--- src/hw/rtl/tacho_pkg.sv ---
// Shared constants and types for the wheel tachometer.
// Used by tacho_div and wheel_tachometer_period_rpm_top.
`timescale 1ns / 1ps
`default_nettype none

package tacho_pkg;

	localparam int COUNT_BITS   = 24;
	localparam int PULSE_BITS   = 31;
	localparam int DIV_CNT_BITS = $clog2(COUNT_BITS);
	localparam int CFG_IDX_BITS = 1;

	localparam logic [CFG_IDX_BITS-1:0] REG_TIMEOUT = 1'd0;
	localparam logic [CFG_IDX_BITS-1:0] REG_RPM_NUM = 1'd1;

	localparam logic [COUNT_BITS-1:0] TIMEOUT_RESET = 24'd1000000;
	localparam logic [COUNT_BITS-1:0] RPM_NUM_RESET = 24'd7500000;

	localparam logic [COUNT_BITS-1:0] COUNT_MAX = {COUNT_BITS{1'b1}};
	localparam logic [PULSE_BITS-1:0] PULSE_MAX = {PULSE_BITS{1'b1}};

	typedef enum logic [1:0] {
		ST_IDLE,
		ST_DIV,
		ST_LOAD
	} tacho_state_t;

endpackage

`default_nettype wire

--- src/hw/rtl/tacho_div.sv ---
// Restoring divider, one quotient bit per cycle.
// Depends on tacho_pkg for the operand width.
`timescale 1ns / 1ps
`default_nettype none

module tacho_div
	import tacho_pkg::*;
(
	input  wire                   clk,
	input  wire                   arst_n,
	input  wire                   start,
	input  wire  [COUNT_BITS-1:0] dividend,
	input  wire  [COUNT_BITS-1:0] divisor,
	output logic                  done,
	output logic [COUNT_BITS-1:0] quotient
);

	logic                    busy_q;
	logic                    done_q;
	logic [DIV_CNT_BITS-1:0] cnt_q;
	logic [COUNT_BITS-1:0]   rem_q;
	logic [COUNT_BITS-1:0]   dvd_q;
	logic [COUNT_BITS-1:0]   dvs_q;
	logic [COUNT_BITS:0]     shifted;
	logic [COUNT_BITS:0]     diff;
	logic                    qbit;

	assign shifted = {rem_q, dvd_q[COUNT_BITS-1]};
	assign diff    = shifted - {1'b0, dvs_q};
	assign qbit    = ~diff[COUNT_BITS];

	always_ff @(posedge clk or negedge arst_n) begin
		if (!arst_n) begin
			busy_q <= 1'b0;
			done_q <= 1'b0;
			cnt_q  <= '0;
		end else begin
			done_q <= 1'b0;
			if (start) begin
				busy_q <= 1'b1;
				cnt_q  <= '0;
			end else if (busy_q) begin
				cnt_q <= cnt_q + 1'b1;
				if (cnt_q == DIV_CNT_BITS'(COUNT_BITS - 1)) begin
					busy_q <= 1'b0;
					done_q <= 1'b1;
				end
			end
		end
	end

	// advance one digit per cycle
	always_ff @(posedge clk) begin
		if (start) begin
			rem_q <= '0;
			dvd_q <= dividend;
			dvs_q <= divisor;
		end else if (busy_q) begin
			rem_q <= qbit ? diff[COUNT_BITS-1:0] : shifted[COUNT_BITS-1:0];
			dvd_q <= {dvd_q[COUNT_BITS-2:0], qbit};
		end
	end

	assign done     = done_q;
	assign quotient = dvd_q;

endmodule

`default_nettype wire

--- src/hw/rtl/wheel_tachometer_period_rpm_top.sv ---
// Wheel tachometer top level: tick counting, period and rpm, standstill timeout, pulse count.
// Depends on tacho_pkg and tacho_div.
`timescale 1ns / 1ps
`default_nettype none

// Each input word is one timebase tick and yields one output word. A tick
// without an edge, or the first edge after standstill, is registered to the
// output without the divider. An edge while rotating takes a fresh period and
// runs the serial divider, one quotient bit per cycle: the word leaves once the
// divider is done and the output is free, and no new tick is taken until then.
// Configuration writes are always ready and must be made while idle.
module wheel_tachometer_period_rpm_top
	import tacho_pkg::*;
(
	input  wire                     clk,
	input  wire                     arst_n,
	input  wire                     in_valid,
	output logic                    in_stall,
	input  wire                     edge_seen,
	input  wire                     clear_path,
	output logic                    out_valid,
	input  wire                     out_stall,
	output logic                    rotating,
	output logic [COUNT_BITS-1:0]   period_ticks,
	output logic [COUNT_BITS-1:0]   speed_rpm,
	output logic [PULSE_BITS-1:0]   pulse_total,
	output logic                    new_period,
	input  wire                     cfg_valid,
	output logic                    cfg_ready,
	input  wire  [CFG_IDX_BITS-1:0] cfg_index,
	input  wire  [COUNT_BITS-1:0]   cfg_data
);

	tacho_state_t state_q, state_d;

	logic [COUNT_BITS-1:0] timeout_q;
	logic [COUNT_BITS-1:0] rpm_num_q;

	logic                  moving_q;
	logic [COUNT_BITS-1:0] ticks_q;
	logic [COUNT_BITS-1:0] period_q;
	logic [COUNT_BITS-1:0] speed_q;
	logic [PULSE_BITS-1:0] pulse_q;

	logic                  out_valid_q;
	logic                  rotating_q;
	logic [COUNT_BITS-1:0] period_out_q;
	logic [COUNT_BITS-1:0] speed_out_q;
	logic [PULSE_BITS-1:0] pulse_out_q;
	logic                  new_period_q;

	logic                  out_free;
	logic                  accept;
	logic                  div_start;
	logic                  load_div;
	logic                  div_done;
	logic [COUNT_BITS-1:0] quotient;

	logic [COUNT_BITS-1:0] ticks_inc;
	logic [COUNT_BITS-1:0] period_edge;
	logic [PULSE_BITS-1:0] pulse_base;
	logic [PULSE_BITS-1:0] pulse_d;
	logic                  moving_d;
	logic [COUNT_BITS-1:0] ticks_d;
	logic [COUNT_BITS-1:0] period_d;
	logic [COUNT_BITS-1:0] speed_d;
	logic                  fresh_d;

	assign out_free  = !out_valid_q || !out_stall;
	assign cfg_ready = 1'b1;

	always_comb begin
		state_d = state_q;
		case (state_q)
			ST_IDLE: begin
				if (in_valid && out_free && edge_seen && moving_q) begin
					state_d = ST_DIV;
				end
			end
			ST_DIV: begin
				if (div_done) begin
					state_d = ST_LOAD;
				end
			end
			ST_LOAD: begin
				if (out_free) begin
					state_d = ST_IDLE;
				end
			end
			default: state_d = ST_IDLE;
		endcase
	end

	always_comb begin
		in_stall  = 1'b1;
		div_start = 1'b0;
		load_div  = 1'b0;
		case (state_q)
			ST_IDLE: begin
				in_stall  = !out_free;
				div_start = in_valid && out_free && edge_seen && moving_q;
			end
			ST_LOAD: load_div = out_free;
			default: ;
		endcase
	end

	assign accept = in_valid && !in_stall;

	always_comb begin
		ticks_inc   = (ticks_q == COUNT_MAX) ? ticks_q : ticks_q + 1'b1;
		period_edge = moving_q ? ticks_inc : '0;
		pulse_base  = clear_path ? '0 : pulse_q;
		pulse_d     = (edge_seen && pulse_base != PULSE_MAX) ? pulse_base + 1'b1 : pulse_base;
		if (edge_seen) begin
			moving_d = 1'b1;
			ticks_d  = '0;
			period_d = period_edge;
			speed_d  = '0;
			fresh_d  = moving_q;
		end else begin
			moving_d = moving_q && (ticks_inc < timeout_q);
			ticks_d  = ticks_inc;
			period_d = period_q;
			speed_d  = speed_q;
			fresh_d  = 1'b0;
		end
	end

	tacho_div u_div (
		.clk      (clk),
		.arst_n   (arst_n),
		.start    (div_start),
		.dividend (rpm_num_q),
		.divisor  (period_edge),
		.done     (div_done),
		.quotient (quotient)
	);

	always_ff @(posedge clk or negedge arst_n) begin
		if (!arst_n) begin
			state_q     <= ST_IDLE;
			timeout_q   <= TIMEOUT_RESET;
			rpm_num_q   <= RPM_NUM_RESET;
			moving_q    <= 1'b0;
			ticks_q     <= '0;
			period_q    <= '0;
			speed_q     <= '0;
			pulse_q     <= '0;
			out_valid_q <= 1'b0;
		end else begin
			state_q <= state_d;
			if (cfg_valid && cfg_ready) begin
				case (cfg_index)
					REG_TIMEOUT: timeout_q <= cfg_data;
					REG_RPM_NUM: rpm_num_q <= cfg_data;
					default: ;
				endcase
			end
			if (accept) begin
				moving_q <= moving_d;
				ticks_q  <= ticks_d;
				period_q <= period_d;
				speed_q  <= speed_d;
				pulse_q  <= pulse_d;
			end
			if (load_div) begin
				speed_q <= quotient;
			end
			if (accept && !div_start || load_div) begin
				out_valid_q <= 1'b1;
			end else if (!out_stall) begin
				out_valid_q <= 1'b0;
			end
		end
	end

	// hold the output word until taken
	always_ff @(posedge clk) begin
		if (accept && !div_start) begin
			rotating_q   <= moving_d;
			period_out_q <= period_d;
			speed_out_q  <= moving_d ? speed_d : '0;
			pulse_out_q  <= pulse_d;
			new_period_q <= fresh_d;
		end else if (load_div) begin
			rotating_q   <= moving_q;
			period_out_q <= period_q;
			speed_out_q  <= quotient;
			pulse_out_q  <= pulse_q;
			new_period_q <= 1'b1;
		end
	end

	assign out_valid    = out_valid_q;
	assign rotating     = rotating_q;
	assign period_ticks = period_out_q;
	assign speed_rpm    = speed_out_q;
	assign pulse_total  = pulse_out_q;
	assign new_period   = new_period_q;

endmodule

`default_nettype wire
--- config.mk ---
export PLATFORM = sky130hd
export DESIGN_NAME = wheel_tachometer_period_rpm_top
export DESIGN_NICKNAME = d
export VERILOG_FILES = /design/src/hw/rtl/tacho_pkg.sv /design/src/hw/rtl/tacho_div.sv /design/src/hw/rtl/wheel_tachometer_period_rpm_top.sv
export SDC_FILE = /design/constraint.sdc
export NUM_CORES = 1
export LEC_CHECK = 0
export BUFFER_PORTS_ARGS = -buffer_cell sky130_fd_sc_hd__buf_2
export CAP_MARGIN = 20
export CORE_UTILIZATION = 40
export DETAILED_ROUTE_END_ITERATION = 8
export PLACE_DENSITY = 0.57
export RECOVER_POWER = 25
export SLEW_MARGIN = 5
export SYNTH_ARGS = -nofsm -noshare
export SYNTH_HDL_FRONTEND = slang
export SYNTH_SLANG_ARGS = --single-unit
--- constraint.sdc ---
create_clock -name clk -period 7.1 [get_ports clk]
set_input_delay 0.355 -clock clk [delete_from_list [all_inputs] [get_ports clk]]
set_output_delay 0.355 -clock clk [all_outputs]
set_load 0.02 [all_outputs]
== After elaboration in Yosys (flattened, before gate mapping) ==
Cells that the tools add are included.

* Bits in registers: 315

* Add/subtract/negate cells: 4
* Magnitude comparators: 1
* Equality and inequality tests: 9
* Muxes and demuxes: 42
* Bitwise operators: 2
* Reductions and logical operators: 21

{| class="wikitable"
|+ Operators by type and width
! cell !! count
|-
| 24-bit two-way mux || 15
|-
| 31-bit two-way mux || 4
|-
| 31-bit by 1-bit adder with 31-bit output, second input constant || 1
|-
| 31-bit != test, second input constant || 1
|-
| 25-bit by 24-bit subtractor with 25-bit output || 1
|-
| 24-bit by 1-bit adder with 24-bit output, second input constant || 1
|-
| 24-bit == test, second input constant || 1
|-
| 24-bit less-than comparator || 1
|-
| 1-bit two-way mux || 17
|-
| 5-bit two-way mux || 2
|-
| 1-bit logical AND || 7
|-
| 2-bit two-way mux || 3
|-
| 2-bit one-hot mux with 3 select lines || 1
|-
| 2-bit nonzero test || 3
|-
| 5-bit by 1-bit adder with 5-bit output, second input constant || 1
|-
| 5-bit == test, second input constant || 1
|-
| 1-bit logical NOT || 5
|-
| 2-bit by 1-bit != test with 1-bit output, second input constant || 2
|-
| 2-bit != test, second input constant || 2
|-
| 2-bit AND reduction || 2
|-
| 3-bit AND reduction || 1
|-
| 2-bit by 1-bit == test with 1-bit output, second input constant || 1
|-
| 2-bit == test, second input constant || 1
|-
| 2-bit logical NOT || 1
|-
| 2 further kinds || 4
|}

== Longest topological paths before layout ==
Gate-level depths: netlist of run 1.

* Depth after elaboration: 10
* Depth in mapped cells: 22
* Depth with buffers taken out: 20

== Cells and area by module ==
A second synthesis of run 1 with hierarchy kept.

* Cell total of the unflattened synthesis: 1,676
* Area total of the unflattened synthesis: 16,973.8 µm²

{| class="wikitable"
|+ By module, submodules not included
! module !! times used !! cells an instance !! area each (µm²) !! sequential area each (µm²)
|-
| wheel_tachometer_period_rpm_top || 1 || 1,230 || 12,325.6 || 6,332.3
|-
| tacho_div || 1 || 446 || 4,648.2 || 2,097.0
|}

== Worst setup path before layout of run 1 ==
Ideal clock, no wire load.

* Path type: flip-flop to flip-flop
* Start: reg ticks_q[0]
* End: reg speed_out_q[10] (netlist: speed_rpm[10]), data pin
* Library setup time: 256 ps
* Arrival: 4,160 ps
* Data required time: 6,844 ps
* Path slack: 2,684 ps
* Cell stages (with the launch flop): 22
* Buffers on the path: 2
* Clock period less this slack: 4,416 ps
* Path through: dfrtp_1 ha_1 nand4_1 nor2_1 a211oi_2 nor2b_1 and3_1 buf_2 nor3b_4 nand3_1 xor2_1 inv_1 ha_1 nand3_1 nor2_1 nand2_1 or4_1 nor3_1 a211o_1 nor2_4 buf_4 a22o_1

* Cells in the longest elaborated chain, start to end: 7

{| class="wikitable"
|+ RTL lines
! element !! line !! text
|-
| from (decl) || wheel_tachometer_period_rpm_top.sv:40 || <nowiki>logic [COUNT_BITS-1:0] ticks_q;</nowiki>
|-
| from (signal assigned) || wheel_tachometer_period_rpm_top.sv:162 || <nowiki>ticks_q <= ticks_d;</nowiki>
|-
| 24-bit by 1-bit adder with 24-bit output or 24-bit == test (tied branches) || wheel_tachometer_period_rpm_top.sv:111 || <nowiki>ticks_inc = (ticks_q == COUNT_MAX) ? ticks_q : ticks_q + 1'b1;</nowiki>
|-
| 24-bit two-way mux * || wheel_tachometer_period_rpm_top.sv:111 ||
|-
| 24-bit less-than comparator * || wheel_tachometer_period_rpm_top.sv:122 || <nowiki>moving_d = moving_q && (ticks_inc < timeout_q);</nowiki>
|-
| 1-bit logical AND * || wheel_tachometer_period_rpm_top.sv:122 ||
|-
| 1-bit two-way mux * || wheel_tachometer_period_rpm_top.sv:115 || <nowiki>if (edge_seen) begin</nowiki>
|-
| 24-bit two-way mux * || wheel_tachometer_period_rpm_top.sv:183 || <nowiki>speed_out_q <= moving_d ? speed_d : '0;</nowiki>
|-
| 24-bit two-way mux * || wheel_tachometer_period_rpm_top.sv:180 || <nowiki>if (accept && !div_start) begin</nowiki>
|-
| to (signal assigned) || wheel_tachometer_period_rpm_top.sv:183 ||
|-
| to (signal assigned) || wheel_tachometer_period_rpm_top.sv:189 || <nowiki>speed_out_q <= quotient;</nowiki>
|-
| to (decl) || wheel_tachometer_period_rpm_top.sv:48 || <nowiki>logic [COUNT_BITS-1:0] speed_out_q;</nowiki>
|}

Every way passes the cells marked *; elsewhere a longest branch is shown, timed or not.
A chain may end at the register's enable or synchronous reset.

== Worst setup path after layout of run 1 ==
* Start: reg ticks_q[0]
* End: reg speed_out_q[14] (netlist: speed_rpm[14]), data pin

Same word-level chain as after synthesis.

==> results of run 1 <==
[worst min-delay path by stage]
stage | startpoint | endpoint | slack (ns)
2_1_floorplan | arst_n | moving_q | 0.06
3_3_place_gp | arst_n | period_q[14] | 0.39
3_5_place_dp | arst_n | period_q[11] | 0.39
4_1_cts | cfg_data[23] | timeout_q[23] | 0.03
5_1_grt | cfg_data[0] | timeout_q[0] | 0.06
6_report | cfg_data[23] | timeout_q[23] | 0.05
[where the power goes]
part	switching (mW)	internal, mW
clock network	0.773	1.09
logic	1.35	0.911
registers	0.304	2.43
[cells by family (layout without fill, tap and decap cells)]
group,after synthesis,count (layout)
muxes,68,68
AOI/OAI and AO/OA,346,346
DFF,315,315
buffers and inverters,164,277
adders and majority gates,51,51
xor gates and xnor gates,45,45
other,1,2
and+or+nand+nor,573,573
[critical path, cell delays in order, from the launching register on]
cell and delay, ns:
dfrtp_1 0.45, ha_1 0.28, nand4_1 0.15, nor2_1 0.09, a211oi_2 0.33, nor2b_1 0.24
and3_1 0.30, nor3b_4 0.33, nand3_1 0.18, xor2_1 0.25, inv_1 0.07, ha_1 0.28
nand3_1 0.11, nor2_1 0.05, nand2_1 0.11, nor2_1 0.05, a2111oi_0 0.31, o221ai_1 0.19
a211o_1 0.32, nor2_4 0.54, a22o_1 0.23
[final cells by class]
type | instances | area [µm²]
well taps | 518 | 648
flip-flops and latches | 315 | 8430
clock inverters | 19 | 214
fillers | 3722 | 20900
multi-input cells | 1084 | 6670
repair buffers | 131 | 612
inverters | 80 | 300
clock buffers | 47 | 972
diodes | 1 | 2.50
[Yosys cell counts, types with 9 or more instances]
master,n,area share
xor2_1,23,0.013
o21ai_0,104,0.033
dfxtp_1,24,0.031
inv_1,78,0.019
a22o_1,29,0.016
a21oi_1,82,0.026
a31oi_1,9,0.0036
nand4_1,17,0.0068
nor2b_1,9,0.0036
nand3_1,59,0.019
dfrtp_1,145,0.23
dfstp_2,17,0.028
nand2b_1,9,0.0036
o21ai_1,34,0.011
clkbuf_1,66,0.016
and3_1,10,0.0040
ha_1,50,0.040
xnor2_1,21,0.012
o21a_1,11,0.0053
o31ai_1,10,0.0048
mux2_2,41,0.029
and2_1,44,0.018
nor2_1,76,0.018
nor3_1,28,0.0089
mux2i_1,26,0.017
o22ai_1,11,0.0044
nand2_1,269,0.064
a21o_1,11,0.0053
edfxtp_1,129,0.25
[registers in the layout (all words and copies together), names as in the netlist]
| signal | cells |
|---|---|
| moving_q | 1 |
| new_period | 1 |
| out_valid | 1 |
| period_q | 24 |
| period_ticks | 24 |
| pulse_q | 31 |
| pulse_total | 31 |
| rotating | 1 |
| rpm_num_q | 24 |
| speed_q | 24 |
| speed_rpm | 24 |
| state_q | 2 |
| ticks_q | 24 |
| timeout_q | 24 |
| u_div.busy_q | 1 |
| u_div.cnt_q | 5 |
| u_div.done | 1 |
| u_div.dvs_q | 24 |
| u_div.quotient | 24 |
| u_div.rem_q | 24 |
[layer usage]
metal,share of wire,routed length [µm]
met4,0.025,935
met1,0.47,18000
met5,0,0
met2,0.47,17700
met3,0.035,1340
[per-stage QoR]
stage	instances	worst slack, ns	hold WS (ns)	area, µm²
floorplan	1563	2.68	0.0594	15700
global placement	2127	2.25	0.390	16700
detailed placement	2127	2.08	0.391	16700
CTS	2194	2.09	0.0300	17900
global route	2195	1.66	0.0607	17800
finish	2195	2.10	0.0463	17800
==> impl_metrics.toml, run 1 <==
[floorplanning]
core-area_um2 = 38700
row_count = 72
num_io_pins = 116
fp.dieArea_um2 = 40100
die_h_um = 200
die_width_um = 200
start_util = 0.406

[power]
p_leak_nw = 7.58
ir_drop_v = 0.000199
cellPowerDensity_nw_per_um2 = 385
power.total_mw = 6.87

[clock_tree]
ctsResizeCount = 0
clock_latency_ns = 0.54
cts_setup_buffers = 0
clockBufferDepth = 3
tritoncts = "done"
clock-sinks = 315
cts_max_level = 2
cts_buffers = 36
cts_root_buffer = "clkbuf_16"
cts_hold_buf = 1
path_clk_slew_ns = 0.06

[sta]
fin_crit_sh = 0.704
max_slew_margin = -1.31
hold_viol_final = 0
skew_ns = 0.0141
drv_slew = 107
finalSetupViolations = 0
fmax_mhz = 200
min_period_ns = 5.00
rsz0062_at_grt = "no"
worst-slew-pin-transition_ns = 3.47
setup_tns_ns = 0

[worst_setup_path]
end_kind = "flip-flop"
worstSetupPathType = "flip-flop to flip-flop"
critical_path.max_fanout = 24
worstRegToRegCells = 20
r2r-end = "speed_rpm[14]"
r2r-start = "ticks_q[0]"
crit_required_ns = 7.51
cp-startpoint = "ticks_q[0]"
crit_end = "speed_rpm[14]"
start_kind = "flip-flop"
regToRegSetupSlack_ns = 2.10
arrival_ns = 5.40

[yosys]
synth.yosys.seq_area_share = 0.536
syn_avg_cell_area_um2 = 10.1
synth_fa_ha_area_frac = 0.0411
yosysUniqueCellTypes = 77
synth_top_family_by_area = "simple AND/OR/NAND/NOR gates"
synth_area_um2 = 15700
async_reset_ff_frac = 0.514
synth_xor_xnor_area_share = 0.0263
synthSimpleGateAreaFrac = 0.174
yosysWarnings = 0
synth_edf_count = 129
synth_compound_area_frac = 0.135
ys_ff_latch = 315
synthMuxAreaShare = 0.0466
postSynthCellCount = 1563
ys.flop_type = "dfrtp_1"
synth.net_count = 1646

[global_routing]
met3_usage = 0.0270
grt_pass1_vias = 11100
grt_pass1_wl_um = 61600
use_met1 = 0.267
grt_max_degree = 73
grt-ovfl-total = 0
antenna_found_initial = 1
busiest_layer = "met2"
use_met2 = 0.306
grt_usage = 0.191

[placement]
gp_congestion = 0.826
dp_hpwl_um = 25300
port_buffers = 114

[final_layout]
syn_to_final_growth_pct = 13.5
mostFrequentLayoutCell = "nand2_1"
drive_above_1_share = 0.119
nNetsFinal = 1731
final_util = 0.461
final_cell_mix = "267 x nand2_1, 145 x dfrtp_1, 129 x edfxtp_1, 104 x o21ai_0, 82 x a21oi_1"

[drt]
first_pass_iters = 5
drt_wl_total_um = 38000
wl_per_cell_um = 17.3
drc = 0
vias = 11500
viasPerCell = 5.26
drt_iter0_drc = 759
antenna_left = 0

[outcome]
violations = "capacitance limit, slew limit"
status = "finished, violations left"

[hold_path]
hold_depth = 3
hold_path_class = "input pin to flip-flop"

[flow_run]
maxCapViolCount = 2
Power figures use the tool's default switching activity.
==> run 2: changes to the inputs <==
==> constraint.sdc (replaced) <==
create_clock -name clk -period 5.03 [get_ports clk]
set_input_delay 0.2515 -clock clk [delete_from_list [all_inputs] [get_ports clk]]
set_output_delay 0.2515 -clock clk [all_outputs]
set_load 0.02 [all_outputs]
==> impl_metrics.toml, run 2 (same netlist as run 1, synthesis figures left out) <==
[global_routing]
grt_pass1_wl_um = 62800
grt_pass1_vias = 11600
grt_max_degree = 94
grt-ovfl-total = 0
antenna_found_initial = 1
grt_usage = 0.194

[final_layout]
nNetsFinal = 1766
multi_input_area_um2 = 6700
seq_area_um2 = 8430
stdcell_count = 2228
mostFrequentLayoutCell = "nand2_1"
final_util = 0.474
final_area_um2 = 18300
syn_to_final_growth_pct = 16.7
drive_above_1_share = 0.144
diodes = 0
final_cell_mix = "267 x nand2_1, 145 x dfrtp_1, 129 x edfxtp_1, 104 x o21ai_0, 82 x a21oi_1"
n_fill_cell = 3661

[clock_tree]
clock-sinks = 315
clockBufferDepth = 3
cts_buffers = 36
tritoncts = "done"
cts_max_level = 2
clock_latency_ns = 0.54
path_clk_slew_ns = 0.06
cts_root_buffer = "clkbuf_16"

[sta]
fmax_mhz = 216
skew_ns = 0.0315
rsz0062_at_grt = "no"
setup_tns_ns = 0
finalWorstSetupSlack_ns = 0.403
whs_ns = 0.128
worst-slew-pin-transition_ns = 2.54
finalSetupViolations = 0
min_period_ns = 4.63
max_slew_margin = -0.691
fin_crit_sh = 0.920
drv_slew = 142
hold_viol_final = 0

[worst_setup_path]
start_kind = "flip-flop"
end_kind = "flip-flop"
arrival_ns = 4.91
crit_required_ns = 5.31
worstSetupPathType = "flip-flop to flip-flop"
critical_path.max_fanout = 12

[drt]
antenna_left = 0
drt_iter0_drc = 730
viasPerCell = 5.28
vias = 11800
drc = 0
first_pass_iters = 7
drt_wl_total_um = 39100
wl_per_cell_um = 17.5

[placement]
gp_congestion = 0.828
port_buffers = 114
dp_hpwl_um = 25700
dp.cells = 2132
placed_cell_area_um2 = 16800
pre_cts_slack_ns = 0.0299

[floorplanning]
start_util = 0.406
num_io_pins = 116
row_count = 72
die_h_um = 200
die_width_um = 200
core-area_um2 = 38700
fp.dieArea_um2 = 40100

[flow_run]
maxCapViolCount = 2

[hold_path]
hold_path_class = "input pin to flip-flop"

[outcome]
status = "finished, violations left"
violations = "capacitance limit, slew limit"

[power]
p_leak_nw = 7.86
power.total_mw = 10.0
ir_drop_v = 0.000211
cellPowerDensity_nw_per_um2 = 546
[run 2: changes by cell type in the layout (fill, tap and decap cells not counted), sizes merged]
| cell | before | now |
|---|---|---|
| clkbuf | 116 | 89 |
| diode | 1 | 0 |
| bufinv | 3 | 8 |
| nor2 | 77 | 78 |
| buf | 61 | 100 |
| clkinvlp | 0 | 1 |
| inv | 85 | 81 |
| clkinv | 11 | 6 |
| dlygate4sd3 | 1 | 25 |
[run 2: critical path, cell delays in order (launching register included)]
cell and delay, ns:
dfrtp_1 0.48, nand3_2 0.17, nor4b_4 0.43, a211oi_2 0.14, nor2b_2 0.18, and3_2 0.25
and3_1 0.20, xnor2_1 0.39, inv_1 0.10, ha_1 0.31, nand4_1 0.09, nor2_1 0.11
nand2_1 0.09, or4_1 0.56, nor3_1 0.23, a211o_2 0.27, nor2_4 0.12, a22o_1 0.24
[run 2: layout make-up]
class | count | area share
clock buffer | 49 | 0.0539
multi-input combinational | 1085 | 0.365
timing repair buffer | 165 | 0.0531
tap | 518 | 0.0353
clock inverter | 16 | 0.0166
sequential | 315 | 0.459
inverter | 80 | 0.0164
[run 2: timing repair]
item	4_1_cts	5_1_grt
endpoints found under the hold margin	128	0
endpoints found under the setup margin	0	25
resized for setup	0	6
setup buffers	0	4
hold buffers	25	0
[run 2: routing by layer]
layer,global-route usage,vias to the layer above,part of all wire
met5,0,-,0.00026
met4,0.0503,2,0.019
met3,0.0285,58,0.041
met2,0.320,231,0.48
met1,0.267,5718,0.46
li1,-,5765,-
[run 2: worst paths after layout]
| path | start | end | slack [ns] | depth (start not counted) |
|---|---|---|---|---|
| worst max-delay path | ticks_q[13] | speed_rpm[2] | 0.40 | 17 |
| worst min-delay path | out_stall | out_valid | 0.13 | 3 |
| worst max register to register | ticks_q[13] | speed_rpm[2] | 0.40 | 17 |
| worst min register to register | period_q[22] | period_q[22] | 0.49 | 2 |
| max in group asynchronous | arst_n | speed_q[20] | 2.25 | 3 |
| min in group asynchronous | arst_n | period_q[13] | 1.00 | 2 |
[run 2: power by group]
| part | switching (mW) | internal (mW) | leakage [nW] | total [mW] |
|---|---|---|---|---|
| sequential | 0.411 | 3.44 | 3.47 | 3.85 |
| combinational | 1.96 | 1.34 | 3.77 | 3.30 |
| clock | 1.07 | 1.80 | 0.625 | 2.87 |
==> run 3: changes to the inputs <==
--- a/config.mk
+++ b/config.mk
@@ -7,9 +7,10 @@
 export LEC_CHECK = 0
 export BUFFER_PORTS_ARGS = -buffer_cell sky130_fd_sc_hd__buf_2
 export CAP_MARGIN = 20
-export CORE_UTILIZATION = 40
+export CORE_UTILIZATION = 55
 export DETAILED_ROUTE_END_ITERATION = 8
-export PLACE_DENSITY = 0.57
+export HOLD_SLACK_MARGIN = 0.06
+export PLACE_DENSITY = 0.74
 export RECOVER_POWER = 25
 export SLEW_MARGIN = 5
 export SYNTH_ARGS = -nofsm -noshare
==> impl_metrics.toml, run 3 (same netlist as run 1, synthesis figures left out) <==
[sta]
fin_crit_sh = 0.946
fmax_mhz = 210
skew_ns = 0.0159
hold_viol_final = 0
max_slew_margin = -0.538
min_period_ns = 4.76
drv_slew = 131
worst-slew-pin-transition_ns = 2.31
finalSetupViolations = 0
setup_tns_ns = 0

[worst_setup_path]
start_kind = "flip-flop"
regToRegSetupSlack_ns = 0.27
worstSetupPathType = "flip-flop to flip-flop"
critical_path.max_fanout = 12
crit_end = "speed_rpm[21]"
end_kind = "flip-flop"
r2r-end = "speed_rpm[21]"
crit_required_ns = 5.31
worstRegToRegCells = 19
cp-startpoint = "ticks_q[0]"
arrival_ns = 5.03
r2r-start = "ticks_q[0]"

[drt]
drt_iter0_drc = 1001
drc = 0
viasPerCell = 5.77
dr_wl_met3_um = 1910
wl_per_cell_um = 17.7
routed-wl-met2_um = 17400
drt_wl_total_um = 36800
routedLengthMet1_um = 16300
antenna_left = 0
first_pass_iters = 5
top_layer = "met4"
vias = 12000

[floorplanning]
start_util = 0.563
die_width_um = 171
fp.dieArea_um2 = 29300
die_h_um = 171
num_io_pins = 116
core-area_um2 = 27900
row_count = 61

[final_layout]
mostFrequentLayoutCell = "nand2_1"
syn_to_final_growth_pct = 14.4
nNetsFinal = 1760
final_cell_mix = "267 x nand2_1, 145 x dfrtp_1, 129 x edfxtp_1, 104 x o21ai_0, 82 x a21oi_1"
drive_above_1_share = 0.131
final_area_um2 = 18000
diodes = 0

[hold_path]
hold_path_class = "input pin to flip-flop"

[global_routing]
grt_pass1_vias = 11400
grt_pass1_wl_um = 58700
antenna_found_initial = 0
grt_usage = 0.255
grt-ovfl-total = 0
grt_max_degree = 83

[outcome]
status = "finished, violations left"
violations = "capacitance limit, slew limit"

[clock_tree]
cts_root_buffer = "clkbuf_16"
clockBufferDepth = 3
clock-sinks = 315
path_clk_slew_ns = 0.06
cts_max_level = 2
clock_latency_ns = 0.53
tritoncts = "done"
cts_buffers = 35

[placement]
port_buffers = 114
dp_hpwl_um = 24200
placed_cell_area_um2 = 16600
gp_congestion = 0.856

[power]
cellPowerDensity_nw_per_um2 = 538
p_leak_nw = 7.74
ir_drop_v = 0.000272

[flow_run]
maxCapViolCount = 2
[run 3: cell count changes in the layout (fill, tap and decap cells not counted), sizes merged]
cell    previous run  this run
inv               81        83
clkbuf            89       104
clkinv             6         8
bufinv             8         2
buf              100        81
[run 3: through the flow]
step / hold WS, ns / power (mW) / worst slack, ns / util / std cells
2_1_floorplan: -0.0441 / 6.27 / 0.614 / - / 1563
3_3_place_gp: 0.380 / 6.99 / 0.283 / 0.593 / 1987
3_5_place_dp: 0.389 / 7.11 / 0.161 / 0.595 / 1989
4_1_cts: 0.101 / 9.69 / 0.111 / 0.644 / 2078
5_1_grt: 0.162 / 10.2 / -0.0587 / 0.644 / 2082
6_report: 0.124 / 9.67 / 0.270 / 0.644 / 2082
[run 3: cell type report]
| type | count | area [µm²] |
|---|---|---|
| Fill cell | 2209 | 9950 |
| Inverter | 80 | 300 |
| Multi-Input combinational cell | 1085 | 6710 |
| Sequential cell | 315 | 8430 |
| Tap cell | 378 | 473 |
| Clock buffer | 50 | 972 |
| Timing Repair Buffer | 160 | 937 |
| Clock inverter | 14 | 168 |
[run 3: critical path, cell delays in order, from the launching register on]
cell and delay, ns:
dfrtp_1 0.45, ha_1 0.28, nand4_1 0.15, nor2_1 0.10
a211oi_2 0.26, nor2b_1 0.22, and3_2 0.27, nor3b_4 0.28
nand3_1 0.20, xor2_2 0.23, inv_1 0.07, ha_1 0.27
nand3_1 0.08, nor2_1 0.09, nand2_1 0.09, or4_1 0.56
nor3_1 0.25, a211o_2 0.28, nor2_4 0.12, a22o_1 0.24
[run 3: what timing repair did]
item / 4_1_cts / 5_1_grt
setup buffers: 0 / 3
hold buffers: 25 / 0
endpoints found under the hold margin: 127 / 0
setup endpoints to repair: 0 / 24
resized for setup: 0 / 6
[run 3: report_power, final]
group	switching (mW)	total (mW)	internal, mW	leakage (nW)
Clock	1.05	2.52	1.47	0.551
Sequential	0.409	3.84	3.44	3.47
Combinational	1.96	3.30	1.34	3.72
Total	3.42	9.67	6.25	7.74
[run 3: how the worst min path moves through the flow]
| stage | start | to | depth (start not counted) |
|---|---|---|---|
| after floorplan | arst_n | moving_q | 0 |
| after global placement | arst_n | period_q[11] | 1 |
| after detailed placement | arst_n | period_q[11] | 1 |
| after CTS | out_stall | out_valid | 3 |
| after global routing | out_stall | out_valid | 3 |
| final | out_stall | out_valid | 3 |
[run 3: per-layer routing]
metal,global-route usage,up-vias
met2,0.409,339
met1,0.348,5854
met3,0.0407,84
met5,0,-
met4,0.0955,0
li1,-,5735
